### config.mk
export PLATFORM = sky130hd
export DESIGN_NAME = line_intersection_distance
export DESIGN_NICKNAME = d
export VERILOG_FILES = /design/src/hdl/lid_pkg.sv /design/src/hdl/lid_mac.sv /design/src/hdl/lid_div.sv /design/src/hdl/lid_dist.sv /design/src/hdl/line_intersection_distance.sv
export SDC_FILE = /design/constraint.sdc
export NUM_CORES = 2
export LEC_CHECK = 0
export ABC_AREA = 1
export BUFFER_PORTS_ARGS = -buffer_cell sky130_fd_sc_hd__buf_2
export CORE_MARGIN = 10
export CORE_UTILIZATION = 40
export CTS_BUF_LIST = sky130_fd_sc_hd__clkbuf_8
export DETAILED_ROUTE_END_ITERATION = 10
export HOLD_SLACK_MARGIN = 0.1
export RECOVER_POWER = 25
export SYNTH_ARGS = -nofsm -noshare
export SYNTH_HDL_FRONTEND = slang
export SYNTH_SLANG_ARGS = --single-unit
### constraint.sdc
create_clock -name aclk -period 22.6 [get_ports aclk]
set_input_delay 4.52 -clock aclk [delete_from_list [all_inputs] [get_ports aclk]]
set_output_delay 4.52 -clock aclk [all_outputs]
set_load 0.02 [all_outputs]
### src/hdl/lid_pkg.sv
// Shared widths and default parameters for the line intersection distance block.
package lid_pkg;

    localparam int NORM_W  = 16;
    localparam int OFFS_W  = 32;
    localparam int THICK_W = 16;
    localparam int CD_W    = OFFS_W + 2;
    localparam int DET_W   = 2 * NORM_W + 1;
    localparam int NUM_W   = CD_W + NORM_W + 1;

    localparam int FRAC_BITS_DEF  = 8;
    localparam int COORD_BITS_DEF = 40;

endpackage

### src/hdl/lid_mac.sv
// Bit-serial difference of two products, a1*b1 - a2*b2, multiplier bits taken MSB first.
module lid_mac #(
    parameter int AW = 16
) (
    input  logic                 aclk,
    input  logic                 aresetn,
    input  logic                 start,
    input  logic signed [AW-1:0] a1,
    input  logic signed [AW-1:0] a2,
    input  logic signed [lid_pkg::NORM_W-1:0] b1,
    input  logic signed [lid_pkg::NORM_W-1:0] b2,
    output logic                 done,
    output logic signed [AW+lid_pkg::NORM_W:0] result
);

    localparam int BW = lid_pkg::NORM_W;
    localparam int RW = AW + BW + 1;
    localparam int CW = $clog2(BW + 1);

    logic signed [AW-1:0] a1_reg, a2_reg;
    logic [BW-1:0]        b1_reg, b2_reg;
    logic signed [RW-1:0] acc_reg, acc_next;
    logic [CW-1:0]        cnt_reg;
    logic                 busy_reg, done_reg;
    logic signed [AW:0]   term, step;

    always_comb begin
        term = (b1_reg[BW-1] ? {a1_reg[AW-1], a1_reg} : '0)
             - (b2_reg[BW-1] ? {a2_reg[AW-1], a2_reg} : '0);
        step = (cnt_reg == '0) ? -term : term;
        acc_next = (acc_reg <<< 1) + {{(RW-AW-1){step[AW]}}, step};
    end

    always_ff @(posedge aclk) begin
        if (!aresetn) begin
            busy_reg <= 1'b0;
            done_reg <= 1'b0;
            cnt_reg  <= '0;
        end else begin
            done_reg <= 1'b0;
            if (start) begin
                a1_reg   <= a1;
                a2_reg   <= a2;
                b1_reg   <= b1;
                b2_reg   <= b2;
                acc_reg  <= '0;
                cnt_reg  <= '0;
                busy_reg <= 1'b1;
            end else if (busy_reg) begin
                acc_reg <= acc_next;
                b1_reg  <= b1_reg << 1;
                b2_reg  <= b2_reg << 1;
                cnt_reg <= cnt_reg + 1'b1;
                if (cnt_reg == CW'(BW - 1)) begin
                    busy_reg <= 1'b0;
                    done_reg <= 1'b1;
                end
            end
        end
    end

    assign done   = done_reg;
    assign result = acc_reg;

endmodule

### src/hdl/lid_div.sv
// Restoring divider: num / (2*det) in fixed point, rounded and saturated, one bit per cycle.
module lid_div #(
    parameter int NW         = lid_pkg::NUM_W,
    parameter int DW         = lid_pkg::DET_W,
    parameter int FRAC_BITS  = lid_pkg::FRAC_BITS_DEF,
    parameter int COORD_BITS = lid_pkg::COORD_BITS_DEF
) (
    input  logic                         aclk,
    input  logic                         aresetn,
    input  logic                         start,
    input  logic signed [NW-1:0]         num,
    input  logic signed [DW-1:0]         det,
    output logic                         done,
    output logic signed [COORD_BITS-1:0] quot
);

    localparam int C    = COORD_BITS;
    localparam int NQ_W = NW + FRAC_BITS + 2;
    localparam int RM_W = DW + 2;
    localparam int CW   = $clog2(NQ_W + 1);

    logic [NW-1:0]   n_mag;
    logic [DW-1:0]   d_mag;
    logic [NQ_W-1:0] nsh_reg;
    logic [RM_W-1:0] d_reg, rem_reg, rem_next;
    logic [RM_W:0]   rem_sh, rem_diff;
    logic            ge;
    logic [C-1:0]    q_reg;
    logic            ovf_reg, neg_reg, busy_reg, done_reg, big;
    logic [CW-1:0]   cnt_reg;

    always_comb begin
        n_mag    = num[NW-1] ? NW'(-num) : NW'(num);
        d_mag    = det[DW-1] ? DW'(-det) : DW'(det);
        rem_sh   = {rem_reg, nsh_reg[NQ_W-1]};
        rem_diff = rem_sh - {1'b0, d_reg};
        ge       = rem_sh >= {1'b0, d_reg};
        rem_next = ge ? rem_diff[RM_W-1:0] : rem_sh[RM_W-1:0];
        big      = ovf_reg | q_reg[C-1];
        if (big) begin
            quot = neg_reg ? {1'b1, {(C-1){1'b0}}} : {1'b0, {(C-1){1'b1}}};
        end else begin
            quot = neg_reg ? -$signed(q_reg) : $signed(q_reg);
        end
    end

    always_ff @(posedge aclk) begin
        if (!aresetn) begin
            busy_reg <= 1'b0;
            done_reg <= 1'b0;
            cnt_reg  <= '0;
        end else begin
            done_reg <= 1'b0;
            if (start) begin
                nsh_reg  <= NQ_W'({n_mag, {(FRAC_BITS+1){1'b0}}}) + NQ_W'({d_mag, 1'b0});
                d_reg    <= {d_mag, 2'b00};
                rem_reg  <= '0;
                q_reg    <= '0;
                ovf_reg  <= 1'b0;
                neg_reg  <= num[NW-1] ^ det[DW-1];
                cnt_reg  <= '0;
                busy_reg <= 1'b1;
            end else if (busy_reg) begin
                rem_reg <= rem_next;
                nsh_reg <= nsh_reg << 1;
                q_reg   <= {q_reg[C-2:0], ge};
                ovf_reg <= ovf_reg | q_reg[C-1];
                cnt_reg <= cnt_reg + 1'b1;
                if (cnt_reg == CW'(NQ_W - 1)) begin
                    busy_reg <= 1'b0;
                    done_reg <= 1'b1;
                end
            end
        end
    end

    assign done = done_reg;

endmodule

### src/hdl/lid_dist.sv
// Distance unit: serial sum of squares, then bit-serial integer square root.
module lid_dist #(
    parameter int COORD_BITS = lid_pkg::COORD_BITS_DEF
) (
    input  logic                         aclk,
    input  logic                         aresetn,
    input  logic                         start,
    input  logic signed [COORD_BITS-1:0] x,
    input  logic signed [COORD_BITS-1:0] y,
    input  logic signed [COORD_BITS-1:0] prev_x,
    input  logic signed [COORD_BITS-1:0] prev_y,
    output logic                         done,
    output logic [COORD_BITS-1:0]        dist_out
);

    localparam int C  = COORD_BITS;
    localparam int CW = $clog2(C + 1);

    typedef enum logic [1:0] {ST_IDLE, ST_SQUARE, ST_ROOT} state_t;

    state_t          state_reg;
    logic signed [C:0] dx_full, dy_full;
    logic [C-1:0]    dxm, dym;
    logic [C-1:0]    dx_reg, dy_reg, dxs_reg, dys_reg;
    logic [C:0]      hi_reg;
    logic [C-1:0]    lo_reg;
    logic [C+1:0]    sum;
    logic [2*C-1:0]  rad_reg;
    logic [C:0]      rem_reg, rem_next;
    logic [C+2:0]    rem_sh, rem_diff;
    logic [C+1:0]    trial;
    logic [C-1:0]    root_reg;
    logic            ge, sat_reg, done_reg;
    logic [CW-1:0]   cnt_reg;

    always_comb begin
        dx_full  = {x[C-1], x} - {prev_x[C-1], prev_x};
        dy_full  = {y[C-1], y} - {prev_y[C-1], prev_y};
        dxm      = dx_full[C] ? C'(-dx_full) : dx_full[C-1:0];
        dym      = dy_full[C] ? C'(-dy_full) : dy_full[C-1:0];
        sum      = {1'b0, hi_reg} + (dxs_reg[0] ? {2'b00, dx_reg} : '0)
                 + (dys_reg[0] ? {2'b00, dy_reg} : '0);
        rem_sh   = {rem_reg, rad_reg[2*C-1:2*C-2]};
        trial    = {root_reg, 2'b01};
        rem_diff = rem_sh - {1'b0, trial};
        ge       = rem_sh >= {1'b0, trial};
        rem_next = ge ? rem_diff[C:0] : rem_sh[C:0];
    end

    always_ff @(posedge aclk) begin
        if (!aresetn) begin
            state_reg <= ST_IDLE;
            done_reg  <= 1'b0;
            cnt_reg   <= '0;
        end else begin
            done_reg <= 1'b0;
            unique case (state_reg)
                ST_IDLE: begin
                    if (start) begin
                        dx_reg    <= dxm;
                        dy_reg    <= dym;
                        dxs_reg   <= dxm;
                        dys_reg   <= dym;
                        hi_reg    <= '0;
                        lo_reg    <= '0;
                        cnt_reg   <= '0;
                        state_reg <= ST_SQUARE;
                    end
                end
                ST_SQUARE: begin
                    hi_reg  <= sum[C+1:1];
                    lo_reg  <= {sum[0], lo_reg[C-1:1]};
                    dxs_reg <= dxs_reg >> 1;
                    dys_reg <= dys_reg >> 1;
                    cnt_reg <= cnt_reg + 1'b1;
                    if (cnt_reg == CW'(C - 1)) begin
                        cnt_reg   <= '0;
                        state_reg <= ST_ROOT;
                    end
                end
                ST_ROOT: begin
                    if (cnt_reg == '0) begin
                        sat_reg  <= hi_reg[C];
                        rad_reg  <= {hi_reg[C-1:0], lo_reg};
                        rem_reg  <= '0;
                        root_reg <= '0;
                        cnt_reg  <= cnt_reg + 1'b1;
                    end else begin
                        rem_reg  <= rem_next;
                        root_reg <= {root_reg[C-2:0], ge};
                        rad_reg  <= rad_reg << 2;
                        cnt_reg  <= cnt_reg + 1'b1;
                        if (cnt_reg == CW'(C)) begin
                            done_reg  <= 1'b1;
                            state_reg <= ST_IDLE;
                        end
                    end
                end
                default: state_reg <= ST_IDLE;
            endcase
        end
    end

    assign done     = done_reg;
    assign dist_out = sat_reg ? {C{1'b1}} : root_reg;

endmodule

### src/hdl/line_intersection_distance.sv
// Top level: intersection of two thick lines and distance to the previous point.
//
//  channel | direction | handshake         | payload
//  s_      | in        | s_valid / s_ready | two lines (normal, offset, thickness), row_start
//  m_      | out       | m_valid / m_ready | point_x/y, point_valid, distance, distance_valid
//
// One item at a time. Parallel lines (det zero) end after the products, and an item with no
// previous point skips the distance unit. The work is 16 product steps, NUM_W+FRAC_BITS+2
// = 61 divider steps for both coordinates side by side, then COORD_BITS square steps, a root
// load and COORD_BITS root steps, with a registered start handed from each unit to the next.
// Reset (aresetn low, synchronous) forgets the previous point and empties the block.
// A result waits in the output registers until taken; s_ready stays low meanwhile.
module line_intersection_distance #(
    parameter int FRAC_BITS  = lid_pkg::FRAC_BITS_DEF,
    parameter int COORD_BITS = lid_pkg::COORD_BITS_DEF
) (
    input  logic                                aclk,
    input  logic                                aresetn,
    input  logic                                s_valid,
    output logic                                s_ready,
    input  logic signed [lid_pkg::NORM_W-1:0]   s_base_normal_x,
    input  logic signed [lid_pkg::NORM_W-1:0]   s_base_normal_y,
    input  logic signed [lid_pkg::OFFS_W-1:0]   s_base_offset,
    input  logic [lid_pkg::THICK_W-1:0]         s_base_thickness,
    input  logic signed [lid_pkg::NORM_W-1:0]   s_cross_normal_x,
    input  logic signed [lid_pkg::NORM_W-1:0]   s_cross_normal_y,
    input  logic signed [lid_pkg::OFFS_W-1:0]   s_cross_offset,
    input  logic [lid_pkg::THICK_W-1:0]         s_cross_thickness,
    input  logic                                s_row_start,
    output logic                                m_valid,
    input  logic                                m_ready,
    output logic signed [COORD_BITS-1:0]        m_point_x,
    output logic signed [COORD_BITS-1:0]        m_point_y,
    output logic                                m_point_valid,
    output logic [COORD_BITS-1:0]               m_distance,
    output logic                                m_distance_valid
);

    localparam int NW  = lid_pkg::NORM_W;
    localparam int CDW = lid_pkg::CD_W;
    localparam int DTW = lid_pkg::DET_W;
    localparam int NMW = lid_pkg::NUM_W;
    localparam int C   = COORD_BITS;

    typedef enum logic [2:0] {ST_IDLE, ST_MUL, ST_DIV, ST_DIST, ST_OUT} state_t;

    state_t state_reg;
    logic signed [NW-1:0]  ad_reg, bd_reg, an_reg, bn_reg;
    logic signed [CDW-1:0] cd_reg, cn_reg;
    logic                  mul_start_reg, div_start_reg, dist_start_reg;
    logic                  det_done, nx_done, ny_done, dx_done, dy_done, dist_done;
    logic signed [DTW-1:0] det;
    logic signed [NMW-1:0] num_x, num_y;
    logic signed [C-1:0]   px, py;
    logic [C-1:0]          dist_val;
    logic signed [C-1:0]   prev_x_reg, prev_y_reg;
    logic                  prev_present_reg;
    logic signed [C-1:0]   point_x_reg, point_y_reg;
    logic                  point_valid_reg, distance_valid_reg;
    logic [C-1:0]          distance_reg;

    lid_mac #(.AW(NW)) u_det (
        .aclk(aclk), .aresetn(aresetn), .start(mul_start_reg),
        .a1(ad_reg), .a2(an_reg), .b1(bn_reg), .b2(bd_reg),
        .done(det_done), .result(det)
    );

    lid_mac #(.AW(CDW)) u_num_x (
        .aclk(aclk), .aresetn(aresetn), .start(mul_start_reg),
        .a1(cd_reg), .a2(cn_reg), .b1(bn_reg), .b2(bd_reg),
        .done(nx_done), .result(num_x)
    );

    lid_mac #(.AW(CDW)) u_num_y (
        .aclk(aclk), .aresetn(aresetn), .start(mul_start_reg),
        .a1(cn_reg), .a2(cd_reg), .b1(ad_reg), .b2(an_reg),
        .done(ny_done), .result(num_y)
    );

    lid_div #(.NW(NMW), .DW(DTW), .FRAC_BITS(FRAC_BITS), .COORD_BITS(C)) u_div_x (
        .aclk(aclk), .aresetn(aresetn), .start(div_start_reg),
        .num(num_x), .det(det), .done(dx_done), .quot(px)
    );

    lid_div #(.NW(NMW), .DW(DTW), .FRAC_BITS(FRAC_BITS), .COORD_BITS(C)) u_div_y (
        .aclk(aclk), .aresetn(aresetn), .start(div_start_reg),
        .num(num_y), .det(det), .done(dy_done), .quot(py)
    );

    lid_dist #(.COORD_BITS(C)) u_dist (
        .aclk(aclk), .aresetn(aresetn), .start(dist_start_reg),
        .x(point_x_reg), .y(point_y_reg), .prev_x(prev_x_reg), .prev_y(prev_y_reg),
        .done(dist_done), .dist_out(dist_val)
    );

    always_ff @(posedge aclk) begin
        if (!aresetn) begin
            state_reg        <= ST_IDLE;
            mul_start_reg    <= 1'b0;
            div_start_reg    <= 1'b0;
            dist_start_reg   <= 1'b0;
            prev_x_reg       <= '0;
            prev_y_reg       <= '0;
            prev_present_reg <= 1'b0;
        end else begin
            mul_start_reg  <= 1'b0;
            div_start_reg  <= 1'b0;
            dist_start_reg <= 1'b0;
            unique case (state_reg)
                ST_IDLE: begin
                    if (s_valid) begin
                        ad_reg <= s_base_normal_x;
                        bd_reg <= s_base_normal_y;
                        an_reg <= s_cross_normal_x;
                        bn_reg <= s_cross_normal_y;
                        cd_reg <= {s_base_offset[lid_pkg::OFFS_W-1], s_base_offset, 1'b0}
                                + CDW'(s_base_thickness);
                        cn_reg <= {s_cross_offset[lid_pkg::OFFS_W-1], s_cross_offset, 1'b0}
                                + CDW'(s_cross_thickness);
                        if (s_row_start) begin
                            prev_present_reg <= 1'b0;
                        end
                        mul_start_reg <= 1'b1;
                        state_reg     <= ST_MUL;
                    end
                end
                ST_MUL: begin
                    if (det_done && nx_done && ny_done) begin
                        if (det == '0) begin
                            point_x_reg        <= '0;
                            point_y_reg        <= '0;
                            point_valid_reg    <= 1'b0;
                            distance_reg       <= '0;
                            distance_valid_reg <= 1'b0;
                            prev_present_reg   <= 1'b0;
                            state_reg          <= ST_OUT;
                        end else begin
                            div_start_reg <= 1'b1;
                            state_reg     <= ST_DIV;
                        end
                    end
                end
                ST_DIV: begin
                    if (dx_done && dy_done) begin
                        point_x_reg     <= px;
                        point_y_reg     <= py;
                        point_valid_reg <= 1'b1;
                        if (prev_present_reg) begin
                            dist_start_reg <= 1'b1;
                            state_reg      <= ST_DIST;
                        end else begin
                            distance_reg       <= '0;
                            distance_valid_reg <= 1'b0;
                            prev_x_reg         <= px;
                            prev_y_reg         <= py;
                            prev_present_reg   <= 1'b1;
                            state_reg          <= ST_OUT;
                        end
                    end
                end
                ST_DIST: begin
                    if (dist_done) begin
                        distance_reg       <= dist_val;
                        distance_valid_reg <= 1'b1;
                        prev_x_reg         <= point_x_reg;
                        prev_y_reg         <= point_y_reg;
                        prev_present_reg   <= 1'b1;
                        state_reg          <= ST_OUT;
                    end
                end
                ST_OUT: begin
                    if (m_ready) begin
                        state_reg <= ST_IDLE;
                    end
                end
                default: state_reg <= ST_IDLE;
            endcase
        end
    end

    assign s_ready          = (state_reg == ST_IDLE);
    assign m_valid          = (state_reg == ST_OUT);
    assign m_point_x        = point_x_reg;
    assign m_point_y        = point_y_reg;
    assign m_point_valid    = point_valid_reg;
    assign m_distance       = distance_reg;
    assign m_distance_valid = distance_valid_reg;

endmodule
==> results.ini <==
[status]
status=finished with violations
violations=capacitance limit, slew limit

[place]
dp_hpwl_mm=219
port_buffers=288
gp_congestion=0.930

[sta]
drv_slew=1420
fin_crit_ns=9.44
rsz0062_at_grt=no
final.period_utilization_pct=41.8
hold_viol_final=0
slew-limit-headroom_pct=-197
tns_ns=0
setup_violations=0
tightest_slew_ns=4.46
max_freq_mhz=106
finalClockSkew_ns=0.0864
whs_ns=0.413

[yosys]
syn_nets=13925
synthTopCellsByArea=edfxtp_1, nand2_1, inv_1
yosys_warnings=0
yosysTopAreaCell=edfxtp_1
synth_edf_count=1295
post-synth-top-count-cell=nand2_1
syn_area_per_cell_sq_um=7.64
yosysTopAreaCellShare_pct=38.7
synth_common_cells=nand2_1, inv_1, nor2_1, edfxtp_1, a21oi_1
synth_top_flop_cell=edfxtp_1
netlist_area_sq_um=100000
ys_ff_latch=1428
synth.distinct_cells=74
synthArstFlopShare_pct=0
netlist_instances=13153
seq_area_frac_synth_pct=41.4

[routing]
wirelength_mm=283
drt_pre_antenna_iters=6
drcViolationCount=0
drtIter0Drc=6347
vias=86217
avgViaCountPerCell=5.07
ant_nets=0
wire_per_inst_microns=16.6

[critical_path]
reg2reg_from=state_reg[1]
critPathBufInv=8
critical-path-slowest-cell=clkinvlp_2
cp-start-kind=flip-flop
crit_top_cell=inv_1
critical_path_class=flip-flop to flip-flop
path_cells=inv_1, nor2_1, inv_1, nor2_4, clkbuf_1, clkinvlp_2, nor2_1, inv_1, nand2_1, nor2_4, buf_4, clkinv_2, buf_4, a21oi_1, a221oi_1
worstSetupEndpointType=flip-flop
worstPathRequired_ns=23.50
startpoint=state_reg[1]
cp.arrival_ns=10.34
cp_top_family=buffers and inverters
path_max_fanout=102
critPathMaxStageDelay_ns=3.26

[finish]
largest_reg_flops=80
drive_gt1_share_pct=6.31
nets=14266
syn_to_final_growth_pct=9.96
num-fill-cells=25489

[floorplanning]
die_x_microns=521
rows=183
initial_core_util_pct=40.3
die_h_microns=521
core_area_sq_um=249000
dieArea_sq_um=272000
pin_count=289

[cts]
clockBufferDepth=4
cts_sinks=1428
htree_levels=5
clock-root-buffer=clkbuf_8
cts_buffers=283
cts_setup_buffers=0
clk_pin_slew_ns=0.06
cts_tree=yes
clock_latency_ns=1.05
ctsResizeCount=0
cts_hold_buf=0

[global_routing]
grt_usage_pct=20.1
grt_pass1_wl_mm=450
grt_max_degree=162
grt-ovfl-total=0
first_global_vias=82369
antenna_found_initial=6

[pwr]
ir_worst_vdd_mv=0.0752
power_density_nw_per_um2=125
p_leak_nw=49.8

[min_path]
hold_path_class=flip-flop to flip-flop
min-delay-start=cn_reg[8]

[run]
cap_violations=22

==> metrics by stage <==
step           util, %  worst slack (ns)  power [W]  cells  cell area [sq um]
3_3_place_gp      42.3             14.90     0.0113  16539             105000
4_1_cts           44.3             15.62     0.0138  17013             111000
6_report          44.3             13.16     0.0138  17016             110000
2_1_floorplan        -              5.13    0.00939  13153             100000
3_5_place_dp      42.3             14.88     0.0113  16539             105000
5_1_grt           44.3             12.33     0.0151  17014             110000
==> area by class of cell <==
type	instances	area (sq um)	area share (%)
clock buffer	296	4070	3.69
antenna	3	7.51	0.00680
inverter	1947	7330	6.63
timing repair buffer	344	1810	1.64
tap	3330	4170	3.77
multi-input combinational	9490	50500	45.7
clock inverter	178	1010	0.914
sequential	1428	41600	37.6
==> report_power, final <==
group / switching [W] / leakage [nW] / internal (W)
registers: 0.000306 / 12.8 / 0.00363
clock network: 0.00114 / 2.92 / 0.00132
logic: 0.00500 / 34.1 / 0.00243
==> path summary, 6_finish.rpt <==
kind / to / slack (ns) / cells past startpoint
setup / recovery: prev_y_reg[10] / 13.16 / 15
hold / removal: u_num_y.a1_reg[8] / 0.41 / 0
setup reg to reg: prev_y_reg[10] / 13.16 / 15
hold reg to reg: u_num_y.a1_reg[8] / 0.41 / 0
==> placed cells by master (no fill, tap or decap), types with 38 or more instances in the layout <==
cell / count
nand4_1: 159
a21oi_1: 981
nand3b_1: 42
nand2_1: 3703
fa_1: 55
inv_1: 2018
o21ai_0: 670
o211ai_1: 73
nor2_1: 1331
edfxtp_1: 1295
nor4_1: 52
buf_2: 288
xnor2_1: 186
a31oi_1: 111
buf_4: 38
xor2_1: 384
ha_1: 552
nand3_1: 513
dfxtp_1: 132
nor3_1: 169
clkinv_1: 44
o21a_1: 83
clkbuf_8: 296
==> per-layer routing <==
metal / global-route usage, % / vias up / wire [microns]
met5: 0 / - / 13
met2: 32.6 / 2027 / 127000
met3: 2.84 / 440 / 14500
met1: 28.1 / 39709 / 134000
li1: - / 44039 / -
met4: 5.75 / 2 / 7840
==> cells by family (layout without fill, tap and decap cells) <==
logic type               Yosys count  after routing  synth area share (%)
buffers and inverters           2235           2765                  8.45
flip-flops                      1428           1428                  41.4
AND/OR/NAND/NOR                 6140           6140                  25.1
other                              0              3                     0
adder cells (fa/ha/maj)          607            607                  7.97
XOR/XNOR                         583            583                  5.18
AO/OA/AOI/OAI                   2160           2160                  12.0
==> worst register-to-register path, cell delays in order, from the launching register on <==
cell and delay (ns):
dfxtp_1 0.35, inv_1 0.06, nor2_1 0.10, inv_1 0.13, nor2_4 0.09, clkbuf_1 1.91, clkinvlp_2 3.30, nor2_1 1.31
inv_1 0.16, nand2_1 0.17, nor2_4 0.05, buf_4 0.23, clkinv_2 0.12, buf_4 0.84, a21oi_1 0.14, a221oi_1 0.36
Power figures use the tool's default switching activity.
